<file path="config.mk">
export PLATFORM = sky130hd
export DESIGN_NAME = tcp_frame_header_parser_core
export DESIGN_NICKNAME = d
export VERILOG_FILES = /design/src/rtl/tfhp_pkg.sv /design/src/rtl/tfhp_cfg_regs.sv /design/src/rtl/tcp_frame_header_parser_core.sv
export SDC_FILE = /design/constraint.sdc
export NUM_CORES = 1
export LEC_CHECK = 0
export BUFFER_PORTS_ARGS = -buffer_cell sky130_fd_sc_hd__buf_4
export CAP_MARGIN = 40
export CORE_UTILIZATION = 45
export CTS_CLUSTER_DIAMETER = 100
export CTS_CLUSTER_SIZE = 25
export DETAILED_ROUTE_END_ITERATION = 8
export PLACE_DENSITY_LB_ADDON = 0.08
export SLEW_MARGIN = 20
export SYNTH_ARGS = -nofsm -noshare
export SYNTH_HDL_FRONTEND = slang
export SYNTH_SLANG_ARGS = --single-unit
</file>
<file path="constraint.sdc">
create_clock -name clk -period 23.4 [get_ports clk]
set_input_delay 5.85 -clock clk [delete_from_list [all_inputs] [get_ports clk]]
set_output_delay 5.85 -clock clk [all_outputs]
set_load 0.005 [all_outputs]
</file>
<file path="src/rtl/tfhp_pkg.sv">
// Shared types, register indexes, event codes and constants of the frame header parser.
package tfhp_pkg;

  // Longest remaining-length field, in bytes.
  localparam logic [2:0]  LEN_BYTES_MAX = 3'd4;
  // Largest protocol name length that a sync header may declare.
  localparam logic [15:0] NAME_MAX_SIZE = 16'd8;
  // Fixed part of a sync header in bytes, excluding nothing of the name.
  localparam logic [27:0] SYNC_HDR_LEN  = 28'd12;
  // Number of bytes held in the expected name register.
  localparam logic [3:0]  NAME_BYTES    = 4'd8;

  // Configuration register indexes.
  localparam logic [3:0] REG_CONNACK_TYPE    = 4'd0;
  localparam logic [3:0] REG_DISCONNECT_TYPE = 4'd1;
  localparam logic [3:0] REG_PINGRESP_TYPE   = 4'd2;
  localparam logic [3:0] REG_SYNC_TYPE       = 4'd3;
  localparam logic [3:0] REG_EXP_NAME        = 4'd4;
  localparam logic [3:0] REG_EXP_NAME_LEN    = 4'd5;
  localparam logic [3:0] REG_EXP_VERSION     = 4'd6;
  localparam logic [3:0] REG_SYNC_MASK       = 4'd7;

  // Event codes.
  localparam logic [2:0] EV_CONNACK    = 3'd0;
  localparam logic [2:0] EV_DISCONNECT = 3'd1;
  localparam logic [2:0] EV_PINGRESP   = 3'd2;
  localparam logic [2:0] EV_SYNC       = 3'd3;
  localparam logic [2:0] EV_OTHER      = 3'd4;
  localparam logic [2:0] EV_ERROR      = 3'd5;

  typedef enum logic [1:0] {
    PH_IDLE,
    PH_LENGTH,
    PH_PAYLOAD
  } phase_t;

  typedef struct packed {
    logic [3:0]  connack_type;
    logic [3:0]  disconnect_type;
    logic [3:0]  pingresp_type;
    logic [3:0]  sync_type;
    logic [63:0] expected_name;
    logic [3:0]  expected_name_length;
    logic [7:0]  expected_version;
    logic [7:0]  sync_bit_mask;
  } cfg_t;

  typedef struct packed {
    logic [2:0]  event_kind;
    logic [3:0]  frame_kind;
    logic [7:0]  status_byte;
    logic [15:0] message_id;
    logic [7:0]  sync_flags;
    logic [27:0] body_length;
  } result_t;

endpackage

</file>
<file path="src/rtl/tfhp_cfg_regs.sv">
// Configuration register file of the frame header parser.
module tfhp_cfg_regs
  import tfhp_pkg::*;
(
  input  logic        clk,
  input  logic        rst,
  input  logic        wr_en,
  input  logic [3:0]  wr_index,
  input  logic [63:0] wr_data,
  output cfg_t        cfg
);

  always_ff @(posedge clk) begin
    if (rst) begin
      cfg.connack_type         <= 4'd2;
      cfg.disconnect_type      <= 4'd14;
      cfg.pingresp_type        <= 4'd13;
      cfg.sync_type            <= 4'd15;
      cfg.expected_name        <= '0;
      cfg.expected_name_length <= '0;
      cfg.expected_version     <= 8'd1;
      cfg.sync_bit_mask        <= 8'd1;
    end else if (wr_en) begin
      unique case (wr_index)
        REG_CONNACK_TYPE:    cfg.connack_type         <= wr_data[3:0];
        REG_DISCONNECT_TYPE: cfg.disconnect_type      <= wr_data[3:0];
        REG_PINGRESP_TYPE:   cfg.pingresp_type        <= wr_data[3:0];
        REG_SYNC_TYPE:       cfg.sync_type            <= wr_data[3:0];
        REG_EXP_NAME:        cfg.expected_name        <= wr_data;
        REG_EXP_NAME_LEN:    cfg.expected_name_length <= wr_data[3:0];
        REG_EXP_VERSION:     cfg.expected_version     <= wr_data[7:0];
        REG_SYNC_MASK:       cfg.sync_bit_mask        <= wr_data[7:0];
        default: ;
      endcase
    end
  end

endmodule

</file>
<file path="src/rtl/tcp_frame_header_parser_core.sv">
// Frame header parser: type nibble, remaining length, payload count, sync header check.
// Throughput: one byte per cycle unless the skid is full; each byte updates the frame state.
// Each frame's event is registered in the output register or, on a stall, the skid entry.
// A two-entry result buffer (output register plus skid) lets bytes flow while a result waits.
// Reset (synchronous, active high) loads default type codes and clears frame and error state.
// After an error event the block keeps taking bytes but emits nothing until the next reset.
module tcp_frame_header_parser_core
  import tfhp_pkg::*;
(
  input  logic        clk,
  input  logic        rst,
  // Byte input channel.
  input  logic        in_valid,
  output logic        in_stall,
  input  logic [7:0]  in_byte,
  // Event output channel.
  output logic        out_valid,
  input  logic        out_stall,
  output logic [2:0]  event_kind,
  output logic [3:0]  frame_kind,
  output logic [7:0]  status_byte,
  output logic [15:0] message_id,
  output logic [7:0]  sync_flags,
  output logic [27:0] body_length,
  // Configuration write channel.
  input  logic        cfg_valid,
  output logic        cfg_ready,
  input  logic [3:0]  cfg_index,
  input  logic [63:0] cfg_data
);

  cfg_t cfg;

  // The register file takes a write in every cycle.
  assign cfg_ready = 1'b1;

  tfhp_cfg_regs u_cfg_regs (
    .clk      (clk),
    .rst      (rst),
    .wr_en    (cfg_valid & cfg_ready),
    .wr_index (cfg_index),
    .wr_data  (cfg_data),
    .cfg      (cfg)
  );

  // Frame state.
  phase_t      phase, phase_next;
  logic [3:0]  frame_code, frame_code_next;
  logic [27:0] frame_length, frame_length_next;
  logic [2:0]  length_byte_count, length_byte_count_next;
  logic [27:0] payload_count, payload_count_next;
  logic [7:0]  second_byte, second_byte_next;
  logic [15:0] declared_name_length, declared_name_length_next;
  logic        header_ok, header_ok_next;
  logic [15:0] id_word, id_word_next;
  logic [7:0]  flags_byte, flags_byte_next;
  logic        error_stuck;

  // Result buffer: the output register and a skid entry behind it.
  result_t result, skid;
  logic    skid_valid;

  logic    accept;
  logic    step;
  logic    frame_done;
  logic    step_error;
  logic    sync_error;
  logic    emit;
  result_t res;

  // Helper terms of the payload path.
  logic [27:0] shifted;
  logic [27:0] pm2;
  logic [28:0] rel_full;
  logic [27:0] rel;
  logic        in_header;
  logic        rel_hit;
  logic [3:0]  name_len;
  logic        name_hit;
  logic [7:0]  name_byte;
  logic [15:0] dnl_p1;

  // The skid entry is the only reason to hold off the byte source, and it is registered.
  assign in_stall = skid_valid;
  assign accept   = in_valid & ~in_stall;
  assign step     = accept & ~error_stuck;

  assign name_len = (cfg.expected_name_length > NAME_BYTES) ? NAME_BYTES
                                                            : cfg.expected_name_length;

  // Payload offsets relative to the start of the name and to the version byte.
  assign in_header = (payload_count >= 28'd2);
  assign pm2       = payload_count - 28'd2;
  assign rel_full  = {1'b0, pm2} - {13'd0, declared_name_length};
  assign rel       = rel_full[27:0];
  assign rel_hit   = in_header & ~rel_full[28];
  assign name_hit  = in_header & (pm2 < {24'd0, name_len});
  assign name_byte = cfg.expected_name[{pm2[2:0], 3'b000} +: 8];
  assign dnl_p1    = {declared_name_length[15:8], in_byte};

  always_comb begin
    unique case (length_byte_count[1:0])
      2'd0:    shifted = {21'd0, in_byte[6:0]};
      2'd1:    shifted = {14'd0, in_byte[6:0], 7'd0};
      2'd2:    shifted = {7'd0, in_byte[6:0], 14'd0};
      default: shifted = {in_byte[6:0], 21'd0};
    endcase
  end

  // Datapath: next values of the frame fields and the end-of-frame and error conditions.
  always_comb begin
    frame_code_next           = frame_code;
    frame_length_next         = frame_length;
    length_byte_count_next    = length_byte_count;
    payload_count_next        = payload_count;
    second_byte_next          = second_byte;
    declared_name_length_next = declared_name_length;
    header_ok_next            = header_ok;
    id_word_next              = id_word;
    flags_byte_next           = flags_byte;
    frame_done                = 1'b0;
    step_error                = 1'b0;

    unique case (phase)
      PH_IDLE: begin
        // A new frame starts: everything but the type nibble goes back to its clear value.
        frame_code_next           = in_byte[7:4];
        frame_length_next         = '0;
        length_byte_count_next    = '0;
        payload_count_next        = '0;
        second_byte_next          = '0;
        declared_name_length_next = '0;
        header_ok_next            = 1'b1;
        id_word_next              = '0;
        flags_byte_next           = '0;
      end
      PH_LENGTH: begin
        frame_length_next      = frame_length + shifted;
        length_byte_count_next = length_byte_count + 3'd1;
        if (in_byte[7]) begin
          step_error = (length_byte_count_next >= LEN_BYTES_MAX);
        end else begin
          frame_done = (frame_length_next == 28'd0);
        end
      end
      default: begin
        if (payload_count == 28'd0) begin
          declared_name_length_next = {in_byte, 8'd0};
        end
        if (payload_count == 28'd1) begin
          second_byte_next          = in_byte;
          declared_name_length_next = dnl_p1;
          if (dnl_p1 > NAME_MAX_SIZE) begin
            header_ok_next = 1'b0;
          end
        end
        if (name_hit && (name_byte != in_byte)) begin
          header_ok_next = 1'b0;
        end
        // Version, message id and flags follow the name.
        if (rel_hit) begin
          case (rel)
            28'd0:   if (in_byte != cfg.expected_version) header_ok_next = 1'b0;
            28'd1:   id_word_next = {in_byte, id_word[7:0]};
            28'd2:   id_word_next = {id_word[15:8], in_byte};
            28'd3:   flags_byte_next = in_byte;
            default: ;
          endcase
        end
        payload_count_next = payload_count + 28'd1;
        frame_done         = (payload_count_next == frame_length);
      end
    endcase
  end

  // A sync frame whose header was short or malformed ends in an error event.
  assign sync_error = (frame_length_next < SYNC_HDR_LEN) ||
                      (frame_length_next < ({12'd0, declared_name_length_next} + 28'd6)) ||
                      ~header_ok_next;

  // Event built from the frame fields after this byte's update.
  always_comb begin
    res            = '0;
    res.frame_kind = frame_code;
    if (step_error) begin
      res.event_kind = EV_ERROR;
    end else if (frame_code == cfg.connack_type) begin
      res.event_kind  = EV_CONNACK;
      res.status_byte = second_byte_next;
    end else if (frame_code == cfg.disconnect_type) begin
      res.event_kind  = EV_DISCONNECT;
      res.status_byte = second_byte_next;
    end else if (frame_code == cfg.pingresp_type) begin
      res.event_kind = EV_PINGRESP;
    end else if (frame_code == cfg.sync_type) begin
      if (sync_error) begin
        res.event_kind = EV_ERROR;
      end else if ((flags_byte_next & cfg.sync_bit_mask) != 8'd0) begin
        res.event_kind  = EV_SYNC;
        res.message_id  = id_word_next;
        res.sync_flags  = flags_byte_next;
        res.body_length = frame_length_next - SYNC_HDR_LEN;
      end else begin
        res.event_kind = EV_OTHER;
      end
    end else begin
      res.event_kind = EV_OTHER;
    end
  end

  assign emit = step & (frame_done | step_error);

  // Phase sequencing.
  always_comb begin
    phase_next = phase;
    unique case (phase)
      PH_IDLE:    phase_next = PH_LENGTH;
      PH_LENGTH: begin
        if (!in_byte[7]) begin
          phase_next = frame_done ? PH_IDLE : PH_PAYLOAD;
        end
      end
      PH_PAYLOAD: begin
        if (frame_done) begin
          phase_next = PH_IDLE;
        end
      end
      default:    phase_next = PH_IDLE;
    endcase
  end

  // Frame state registers; nothing moves once an error has been reported.
  always_ff @(posedge clk) begin
    if (rst) begin
      phase                <= PH_IDLE;
      frame_code           <= '0;
      frame_length         <= '0;
      length_byte_count    <= '0;
      payload_count        <= '0;
      second_byte          <= '0;
      declared_name_length <= '0;
      header_ok            <= 1'b1;
      id_word              <= '0;
      flags_byte           <= '0;
      error_stuck          <= 1'b0;
    end else if (step) begin
      phase                <= phase_next;
      frame_code           <= frame_code_next;
      frame_length         <= frame_length_next;
      length_byte_count    <= length_byte_count_next;
      payload_count        <= payload_count_next;
      second_byte          <= second_byte_next;
      declared_name_length <= declared_name_length_next;
      header_ok            <= header_ok_next;
      id_word              <= id_word_next;
      flags_byte           <= flags_byte_next;
      if (emit && (res.event_kind == EV_ERROR)) begin
        error_stuck <= 1'b1;
      end
    end
  end

  // Result buffer control. A new event goes to the output register when that register is
  // empty or being taken, and to the skid entry otherwise. While the skid entry is full no
  // byte is taken, so no event can arrive while the skid drains into the output register.
  always_ff @(posedge clk) begin
    if (rst) begin
      out_valid  <= 1'b0;
      skid_valid <= 1'b0;
    end else if (!out_valid || !out_stall) begin
      if (skid_valid) begin
        out_valid  <= 1'b1;
        skid_valid <= 1'b0;
      end else begin
        out_valid <= emit;
      end
    end else if (emit) begin
      skid_valid <= 1'b1;
    end
  end

  always_ff @(posedge clk) begin
    if (!out_valid || !out_stall) begin
      result <= skid_valid ? skid : res;
    end else if (emit) begin
      skid <= res;
    end
  end

  assign event_kind  = result.event_kind;
  assign frame_kind  = result.frame_kind;
  assign status_byte = result.status_byte;
  assign message_id  = result.message_id;
  assign sync_flags  = result.sync_flags;
  assign body_length = result.body_length;

  // The skid entry only fills behind a result that is still waiting.
  a_skid_behind_out : assert property (@(posedge clk) disable iff (rst)
    skid_valid |-> out_valid)
    else $error("skid entry holds an event while the output register is empty");

  // Once an error is reported the block stays silent until reset.
  a_error_sticky : assert property (@(posedge clk) disable iff (rst)
    error_stuck |=> (error_stuck && !(emit && step)))
    else $error("error state cleared or event produced after an error");

  // Payload counting only happens for frames with a nonzero length.
  a_payload_len : assert property (@(posedge clk) disable iff (rst)
    (phase == PH_PAYLOAD) |-> (frame_length != 28'd0))
    else $error("payload phase entered with zero frame length");

  // An emitted event that is not consumed stays put.
  a_no_loss : assert property (@(posedge clk) disable iff (rst)
    (out_valid && out_stall && skid_valid) |=> (out_valid && skid_valid))
    else $error("buffered event dropped while output is stalled");

endmodule
</file>
==> flow_summary.toml, run 1 <==
[place]
post-dp-hpwl_mm = 52.2
place_congestion = 0.912
io_buffers = 149
dp_slack_ns = 11.61
dpl_cell_area_mm2 = 0.0237

[cells_and_area]
area_growth_pct = 10.1
nets = 2758
final_common_cell = "nand2_1"
layout_common_cells = "332 x nand2_1, 279 x nor2_1, 215 x dfxtp_1, 179 x buf_4, 161 x a21oi_1"
drive_gt1_share_pct = 11.3
design_area_mm2 = 0.0243

[critical_path]
cp_cell_sequence = "buf_4 > and2_1 > ha_1 > fa_1 > a21o_1 > a311o_1 > and4_1 > o21ai_0 > a21oi_1 > or3_1 > or4_1 > a2111oi_0 > and4_1 > o21ai_0 > nor2_4 > buf_4"
critPathKind = "in2reg"
cp_num_buf_inv = 2
crit_arrival_ns = 11.47
cp-end-kind = "flop"
crit_family = "simple AND/OR/NAND/NOR gates"
cp_max_fo = 55
start_kind = "primary input"
crit_required_ns = 23.58
cp_slowest_cell = "buf_4"
critPathMaxStageDelay_ns = 0.63

[logic_synthesis]
ys_dominant_reg_cell = "dfxtp_1"
ys_types = 90
ys_seq_area_share_pct = 37.8
syn-cell-area_mm2 = 0.0221
synth_warnings = 0
synthesis.instances = 2591
avgSynthCellArea_um2 = 8.53
mappedNetlistNets = 2748
async_flop_share_pct = 0
synth_edf_count = 134
synth_seq_cells = 351

[floorplan]
die_w_um = 224
die_h_um = 224
initial_utilization_pct = 45.9
design.die.area_mm2 = 0.0500
row_count = 80
io_pins = 151
core_mm2 = 0.0481

[cts]
hold_buffers = 0
cts_setup_buffers = 0
clk_path_buf_depth = 3
cts_max_level = 1
ctsResizeCount = 0
cts_tree = "done"
clk_latency_ns = 0.57
clkTransAtPathRegs_ns = 0.10
cts.sinks = 351
cts_buffers = 19
cts_root_buffer = "clkbuf_16"

[timing]
tightestPinTransition_ns = 0.884
period_share_pct = 48.3
max-slew-margin-rel_pct = 40.4
fmaxAchievable_ghz = 0.0886
drv_slew = 0
tns_ns = 0
setup_violations = 0
holdWs_ns = 0.458
fin_worst_skew_ns = 0.0344
rsz0062_at_grt = "false"
hold_violations = 0
fin_ws_ns = 12.11
period_minus_slack_ns = 11.29

[grt]
antenna_found_initial = 0
grt_use_total_pct = 27.9
overflow = 0
grt_pass1_vias = 18400
grt_max_degree = 78
grt_pass1_wl_mm = 109

[run_status]
status = "finished, final reports clean"

[routing]
wl_per_cell_um = 21.9
drt_first_pass_iters = 8
drt-total-wl_mm = 71.7
drt_iter0_drc = 1458
viasPerCell = 6.03
drc = 0
vias = 19700
ant_nets = 0

[hold_path]
hp-class = "reg2reg"

[power]
powerDensity_mw_per_mm2 = 50.9
p_leak_nw = 8.96
vdd_ir_drop_max_mv = 0.0450

[job]
max_cap_viol_count = 0
## synth_stat cells (29+ instances only)
cell | number | area share (%)
xnor2_1 | 99 | 3.9
nor2_1 | 280 | 4.8
a22oi_1 | 68 | 2.3
a22o_1 | 40 | 1.6
o21ai_0 | 112 | 2.5
xor2_1 | 57 | 2.3
a21oi_1 | 161 | 3.6
dfxtp_1 | 217 | 20
nand4_1 | 34 | 0.96
o31ai_1 | 33 | 1.1
ha_1 | 74 | 4.2
nand2_1 | 333 | 5.7
nor2b_1 | 46 | 1.3
nand3_1 | 47 | 1.1
and2_1 | 44 | 1.2
mux2i_1 | 59 | 2.7
inv_1 | 57 | 0.97
clkbuf_1 | 180 | 3.1
nor3_1 | 59 | 1.3
edfxtp_1 | 134 | 18
a211oi_1 | 29 | 0.98
## final timing paths
| path | start | end | slack [ns] | cells after the start |
|---|---|---|---|---|
| worst min-delay path | u_cfg_regs.cfg[54] | u_cfg_regs.cfg[54] | 0.46 | 2 |
| worst max-delay path | in_byte[0] | skid[6] | 12.11 | 16 |
| worst min register to register | u_cfg_regs.cfg[54] | u_cfg_regs.cfg[54] | 0.46 | 2 |
| worst max register to register | payload_count[3] | sync_flags[7] | 15.89 | 24 |
## registers in the layout, indices dropped and copies added (netlist names), 16 cells and up
| name | flops |
|---|---|
| declared_name_length | 16 |
| skid | 67 |
| frame_length | 28 |
| payload_count | 28 |
| u_cfg_regs.cfg | 100 |
| body_length | 28 |
| id_word | 16 |
| message_id | 16 |
## power breakdown
group	internal, mW	switching (mW)	leakage, nW	total [mW]
combinational	0.0670	0.127	5.61	0.194
clock	0.180	0.218	0.296	0.398
sequential	0.636	0.0111	3.06	0.647
## stage by stage
step,total power [mW],cells,util (%)
after CTS,1.24,3264,50.4
after global routing,1.28,3268,50.5
after global placement,0.848,3224,48.9
final,1.24,3269,50.5
after floorplan,0.781,2591,-
after detailed placement,0.851,3232,49.1
## layer usage
metal	global-route usage [%]	up-vias	wire (um)	share of wire, %
met5	0	-	0	0
met4	6.89	0	1750	2.4
met3	2.81	89	3950	5.5
met2	45.3	612	33000	46
met1	39.8	9636	33000	46
li1	-	9388	-	-
## cell families (layout without fill, tap and decap cells)
group / count (synthesis) / count (layout) / share of synthesized area, %
and+or+nand+nor: 1003 / 1003 / 21.5
AOI/OAI and AO/OA: 644 / 644 / 19.8
DFF: 351 / 351 / 37.8
buffers and inverters: 260 / 281 / 4.61
xor gates and xnor gates: 158 / 158 / 6.39
muxes: 98 / 98 / 5.47
adders and majority gates: 76 / 76 / 4.37
other: 1 / 2 / 0.0170
## layout make-up
| class | instances | area [um2] |
|---|---|---|
| fillers | 4651 | 23800 |
| multi-input cells | 1980 | 12800 |
| flip-flops and latches | 351 | 8370 |
| repair buffers | 191 | 1530 |
| well taps | 656 | 821 |
| clock buffers | 27 | 505 |
| inverters | 58 | 218 |
| clock inverters | 5 | 109 |
| diodes | 1 | 2.50 |
## worst reg2reg max path, stage by stage, from the launching register on
cell       delay, ns
dfxtp_1         0.46
nor4_1          0.78
nand4_1         0.46
nor4_2          0.25
buf_4           0.30
a22o_1          0.24
nand4_1         0.13
a2111oi_0       0.71
and2_1          0.28
nand2_1         0.09
nor2_1          0.23
nand4_1         0.16
nor2_1          0.19
xnor2_1         0.19
ha_1            0.29
nor2b_1         0.13
o21ai_0         0.17
nand2b_1        0.08
a221oi_1        0.28
a21oi_1         0.12
or4_1           0.57
o211ai_2        0.20
or3_2           0.57
buf_12          0.26
o31ai_1         0.11
Note: power is estimated with default switching activity, not from simulation.
==> run 2, diff against run 1 <==
==> constraint.sdc (replaced) <==
create_clock -name clk -period 10.45 [get_ports clk]
set_input_delay 2.6125 -clock clk [delete_from_list [all_inputs] [get_ports clk]]
set_output_delay 2.6125 -clock clk [all_outputs]
set_load 0.005 [all_outputs]
==> flow_summary.toml, run 2 (same netlist as run 1, synthesis figures left out) <==
[grt]
overflow = 0
grt_pass1_vias = 18200
grt_use_total_pct = 27.2
antenna_found_initial = 3
grt_pass1_wl_mm = 107
grt_max_degree = 79

[power]
p_leak_nw = 8.95
powerDensity_mw_per_mm2 = 112
power_mw = 2.72
vdd_ir_drop_max_mv = 0.0885

[cells_and_area]
final_common_cell = "nand2_1"
fin_util_pct = 50.4
largest_reg_flops = 100
design_area_mm2 = 0.0243
layout_common_cells = "332 x nand2_1, 278 x nor2_1, 215 x dfxtp_1, 178 x buf_4, 161 x a21oi_1"
seq_area_mm2 = 0.00837
finalNonFillerCells = 3269
largestRegisters = "u_cfg_regs.cfg: 100 flops, skid: 67 flops"
multi_input_area_mm2 = 0.0128
drive_gt1_share_pct = 11.4
regMostFlops = "u_cfg_regs.cfg"
area_growth_pct = 9.82
nets = 2760
n_fill_cell = 4591

[place]
io_buffers = 149
place_congestion = 0.907
dp_slack_ns = 1.77
placed_cells = 3232
post-dp-hpwl_mm = 50.3
dpl_cell_area_mm2 = 0.0236

[critical_path]
cp_slowest_cell = "or3_2"
crit_family = "compound AO/OA/AOI/OAI gates"
cp_max_fo = 32
cp-end-kind = "flop"
crit_arrival_ns = 8.32
critPathMaxStageDelay_ns = 0.59
cp_cell_sequence = "buf_4 > and2_1 > ha_1 > fa_1 > a21o_1 > a311o_1 > a21o_1 > a32oi_1 > inv_1 > ha_1 > nor2b_1 > o21ai_0 > nand2b_1 > a211oi_1 > o21ai_0 > a221oi_1 > a21oi_1 > or4_1 > o211ai_2 > or3_2 > buf_16 > o31ai_1"
r2r_setup_slack_ns = 3.10
start_kind = "primary input"
critPathKind = "in2reg"
cp_num_buf_inv = 3
crit_required_ns = 10.73

[routing]
drc = 0
wl_per_cell_um = 21.2
ant_nets = 0
viasPerCell = 5.99
drt-total-wl_mm = 69.4
vias = 19600
drt_first_pass_iters = 5
drt_iter0_drc = 1877

[floorplan]
row_count = 80
io_pins = 151
initial_utilization_pct = 45.9
die_w_um = 224
design.die.area_mm2 = 0.0500
die_h_um = 224
core_mm2 = 0.0481

[timing]
hold_violations = 0
tns_ns = 0
fin_ws_ns = 2.41
fmaxAchievable_ghz = 0.124
rsz0062_at_grt = "false"
period_share_pct = 77.0
setup_violations = 0
drv_slew = 0
max-slew-margin-rel_pct = 39.8
fin_worst_skew_ns = 0.0216
tightestPinTransition_ns = 0.880
period_minus_slack_ns = 8.04
holdWs_ns = 0.458

[run_status]
status = "finished, final reports clean"

[cts]
ctsResizeCount = 0
cts_root_buffer = "clkbuf_16"
cts_max_level = 1
clkTransAtPathRegs_ns = 0.10
clk_latency_ns = 0.56
hold_buffers = 0
clk_path_buf_depth = 3
cts_tree = "done"
cts_buffers = 19
cts.sinks = 351
cts_setup_buffers = 0

[hold_path]
hp-class = "reg2reg"

[job]
max_cap_viol_count = 0
-- run 2: layout make-up --
cell class	instances	share of cell area [%]
multi-input cells	1980	52.6
flip-flops and latches	351	34.5
repair buffers	193	6.31
well taps	656	3.38
clock buffers	24	2.04
inverters	58	0.896
clock inverters	6	0.268
diodes	1	0.0103
-- run 2: routing by layer --
| layer | global-route usage, % | vias to the layer above | share of wire, % |
|---|---|---|---|
| li1 | - | 9369 | - |
| met1 | 39.0 | 9487 | 46 |
| met2 | 43.5 | 653 | 46 |
| met4 | 6.85 | 2 | 2.2 |
| met3 | 2.81 | 84 | 5.9 |
| met5 | 0 | - | 0.013 |
-- run 2: worst register-to-register path, cell delays in order, from the launching register on --
cell       delay [ns]
dfxtp_1          0.47
nor4_1           0.64
nand4_1          0.42
nor4_2           0.24
buf_4            0.30
a22o_1           0.25
nand4_1          0.13
a2111oi_0        0.86
and2_1           0.25
nand2_1          0.07
nor2_1           0.22
nand4_1          0.16
nor2_1           0.20
xnor2_1          0.17
ha_1             0.28
nor2b_1          0.13
o21ai_0          0.14
nand2b_1         0.07
a221oi_1         0.24
a21oi_1          0.13
or4_1            0.59
o211ai_2         0.19
or3_2            0.59
buf_16           0.25
o31ai_1          0.10
-- run 2: report_power, final --
part | internal [mW] | switching [mW]
sequential | 1.42 | 0.0225
clock | 0.350 | 0.488
combinational | 0.148 | 0.285
-- run 2: worst paths after layout --
path / cells past startpoint / start / endpoint
setup reg to reg: 24 / payload_count[3] / sync_flags[7]
setup / recovery: 22 / in_byte[0] / sync_flags[7]
hold reg to reg: 2 / u_cfg_regs.cfg[33] / u_cfg_regs.cfg[33]
hold / removal: 2 / u_cfg_regs.cfg[33] / u_cfg_regs.cfg[33]
==> run 3, diff against run 2 <==
==> constraint.sdc (replaced) <==
create_clock -name clk -period 8.4 [get_ports clk]
set_input_delay 2.1 -clock clk [delete_from_list [all_inputs] [get_ports clk]]
set_output_delay 2.1 -clock clk [all_outputs]
set_load 0.005 [all_outputs]
==> flow_summary.toml, run 3 (same netlist as run 1, synthesis figures left out) <==
[critical_path]
critPathMaxStageDelay_ns = 0.72
cp-end-kind = "flop"
path_common_cell = "nand4_1"
start_kind = "flop"
reg2reg_depth = 23
crit_arrival_ns = 7.33
r2r_setup_slack_ns = 1.37
cp_max_fo = 59
r2r_end = "body_length[26]"
r2r-start = "payload_count[3]"
cp_slowest_cell = "nor4_2"
cp_cell_sequence = "nor4_1 > nand4_1 > nor4_2 > a22o_1 > nand4_1 > a2111oi_0 > and2_1 > nand2_1 > nor2_1 > nand4_1 > nor2_1 > xnor2_1 > ha_1 > nor2b_1 > o21ai_0 > nand2b_1 > a221oi_1 > a21oi_1 > or4_1 > o211ai_2 > or3_2 > buf_12 > o31ai_1"
crit_required_ns = 8.70
critPathKind = "reg2reg"

[power]
p_leak_nw = 8.96
vdd_ir_drop_max_mv = 0.163
combPwrFrac_pct = 15.9
switchingPower_mw = 1.00
p_seq_share_pct = 53.2
p_sw_share_pct = 29.5
powerDensity_mw_per_mm2 = 140
power_frac_clock_pct = 30.9
p_int_mw = 2.40

[routing]
drt-total-wl_mm = 71.5
ant_nets = 0
drt_iter0_drc = 1790
drc = 0
vias = 19700
wl_per_cell_um = 21.9
viasPerCell = 6.03
drt_first_pass_iters = 6

[cells_and_area]
largest_reg_flops = 100
regMostFlops = "u_cfg_regs.cfg"
antenna_cells = 0
nets = 2763
drive_gt1_share_pct = 11.8
area_growth_pct = 10.1
seq_area_mm2 = 0.00837
layout_common_cells = "332 x nand2_1, 279 x nor2_1, 215 x dfxtp_1, 182 x buf_4, 161 x a21oi_1"
final_common_cell = "nand2_1"
multi_input_area_mm2 = 0.0128
largestRegisters = "u_cfg_regs.cfg: 100 flops, skid: 67 flops"
n_fill_cell = 4585
fin_util_pct = 50.6

[grt]
grt_pass1_vias = 18400
antenna_found_initial = 0
grt_pass1_wl_mm = 109
overflow = 0
grt_use_total_pct = 28.0
grt_max_degree = 82

[timing]
holdWs_ns = 0.459
setup_violations = 0
period_share_pct = 83.7
rsz0062_at_grt = "false"
hold_violations = 0
tightestPinTransition_ns = 0.990
fin_worst_skew_ns = 0.0234
drv_slew = 0
fmaxAchievable_ghz = 0.142
max-slew-margin-rel_pct = 33.4
period_minus_slack_ns = 7.03

[floorplan]
row_count = 80
core_mm2 = 0.0481
initial_utilization_pct = 45.9
die_h_um = 224
design.die.area_mm2 = 0.0500
io_pins = 151
die_w_um = 224

[cts]
clkTransAtPathRegs_ns = 0.10
cts_max_level = 1
cts_setup_buffers = 0
ctsResizeCount = 0
clk_latency_ns = 0.57
cts_tree = "done"
cts_buffers = 19
clk_path_buf_depth = 3
cts.sinks = 351
cts_root_buffer = "clkbuf_16"
hold_buffers = 0

[hold_path]
hold_path_end = "u_cfg_regs.cfg[32]"
hp-class = "reg2reg"
hp-start = "u_cfg_regs.cfg[32]"
holdPathStages = 2

[place]
io_buffers = 149
post-dp-hpwl_mm = 52.3
place_congestion = 0.907

[run_status]
status = "finished, final reports clean"

[job]
max_cap_viol_count = 0
[run 3: cell count changes in the layout (fill, tap and decap cells not counted), sizes merged]
cell / change
diode: -1
clkbuf: +2
clkinv: -1
clkinvlp: +1
buf: +2
[run 3: worst max path at each step]
stage	from	endpoint	slack [ns]	cells after the start
final	payload_count[3]	body_length[26]	1.37	23
after global routing	payload_count[3]	body_length[24]	0.74	23
after CTS	payload_count[3]	message_id[15]	1.43	23
after detailed placement	in_byte[0]	body_length[25]	0.96	22
after global placement	in_byte[0]	skid[8]	0.90	17
after floorplan	in_byte[0]	skid[0]	-0.33	16
[run 3: layout make-up]
cell class / count / share of cell area (%)
clock buffer: 25 / 2.04
inverter: 58 / 0.894
timing repair buffer: 196 / 6.40
tap: 656 / 3.37
sequential: 351 / 34.4
clock inverter: 6 / 0.262
multi-input combinational: 1980 / 52.7
[run 3: power groups by stage]
stage / registers [mW] / clock network [mW] / logic [mW]
after CTS: 1.81 / 1.08 / 0.533
after detailed placement: 1.85 / 0 / 0.531
final: 1.81 / 1.05 / 0.539
after global routing: 1.81 / 1.13 / 0.582
after global placement: 1.85 / 0 / 0.523
after floorplan: 1.83 / 0 / 0.356
[run 3: layer usage]
metal | part of all wire (%) | wire length (um) | global-route usage (%)
met1 | 44 | 31700 | 39.1
met2 | 45 | 32100 | 44.3
met3 | 7.7 | 5540 | 4.75
met4 | 2.9 | 2080 | 8.40
met5 | 0 | 0 | 0
[run 3: through the flow]
step	area (um2)	setup TNS (ns)	std cells	setup slack [ns]	total power, mW
finish	24400	0	3272	1.37	3.40
CTS	24300	0	3269	1.43	3.42
floorplan	22200	-22.40	2591	-0.334	2.18
global placement	23600	0	3229	0.898	2.37
detailed placement	23800	0	3238	0.962	2.38
global route	24400	0	3272	0.737	3.53
[run 3: critical path: cells and delay by family, from the launching register on]
family / cells / cell delay [ns]
AO/OA/AOI/OAI: 7 / 1.71
XOR/XNOR: 1 / 0.18
adder cells (fa/ha/maj): 1 / 0.29
buffers and inverters: 1 / 0.26
flip-flops: 1 / 0.45
AND/OR/NAND/NOR: 13 / 3.85
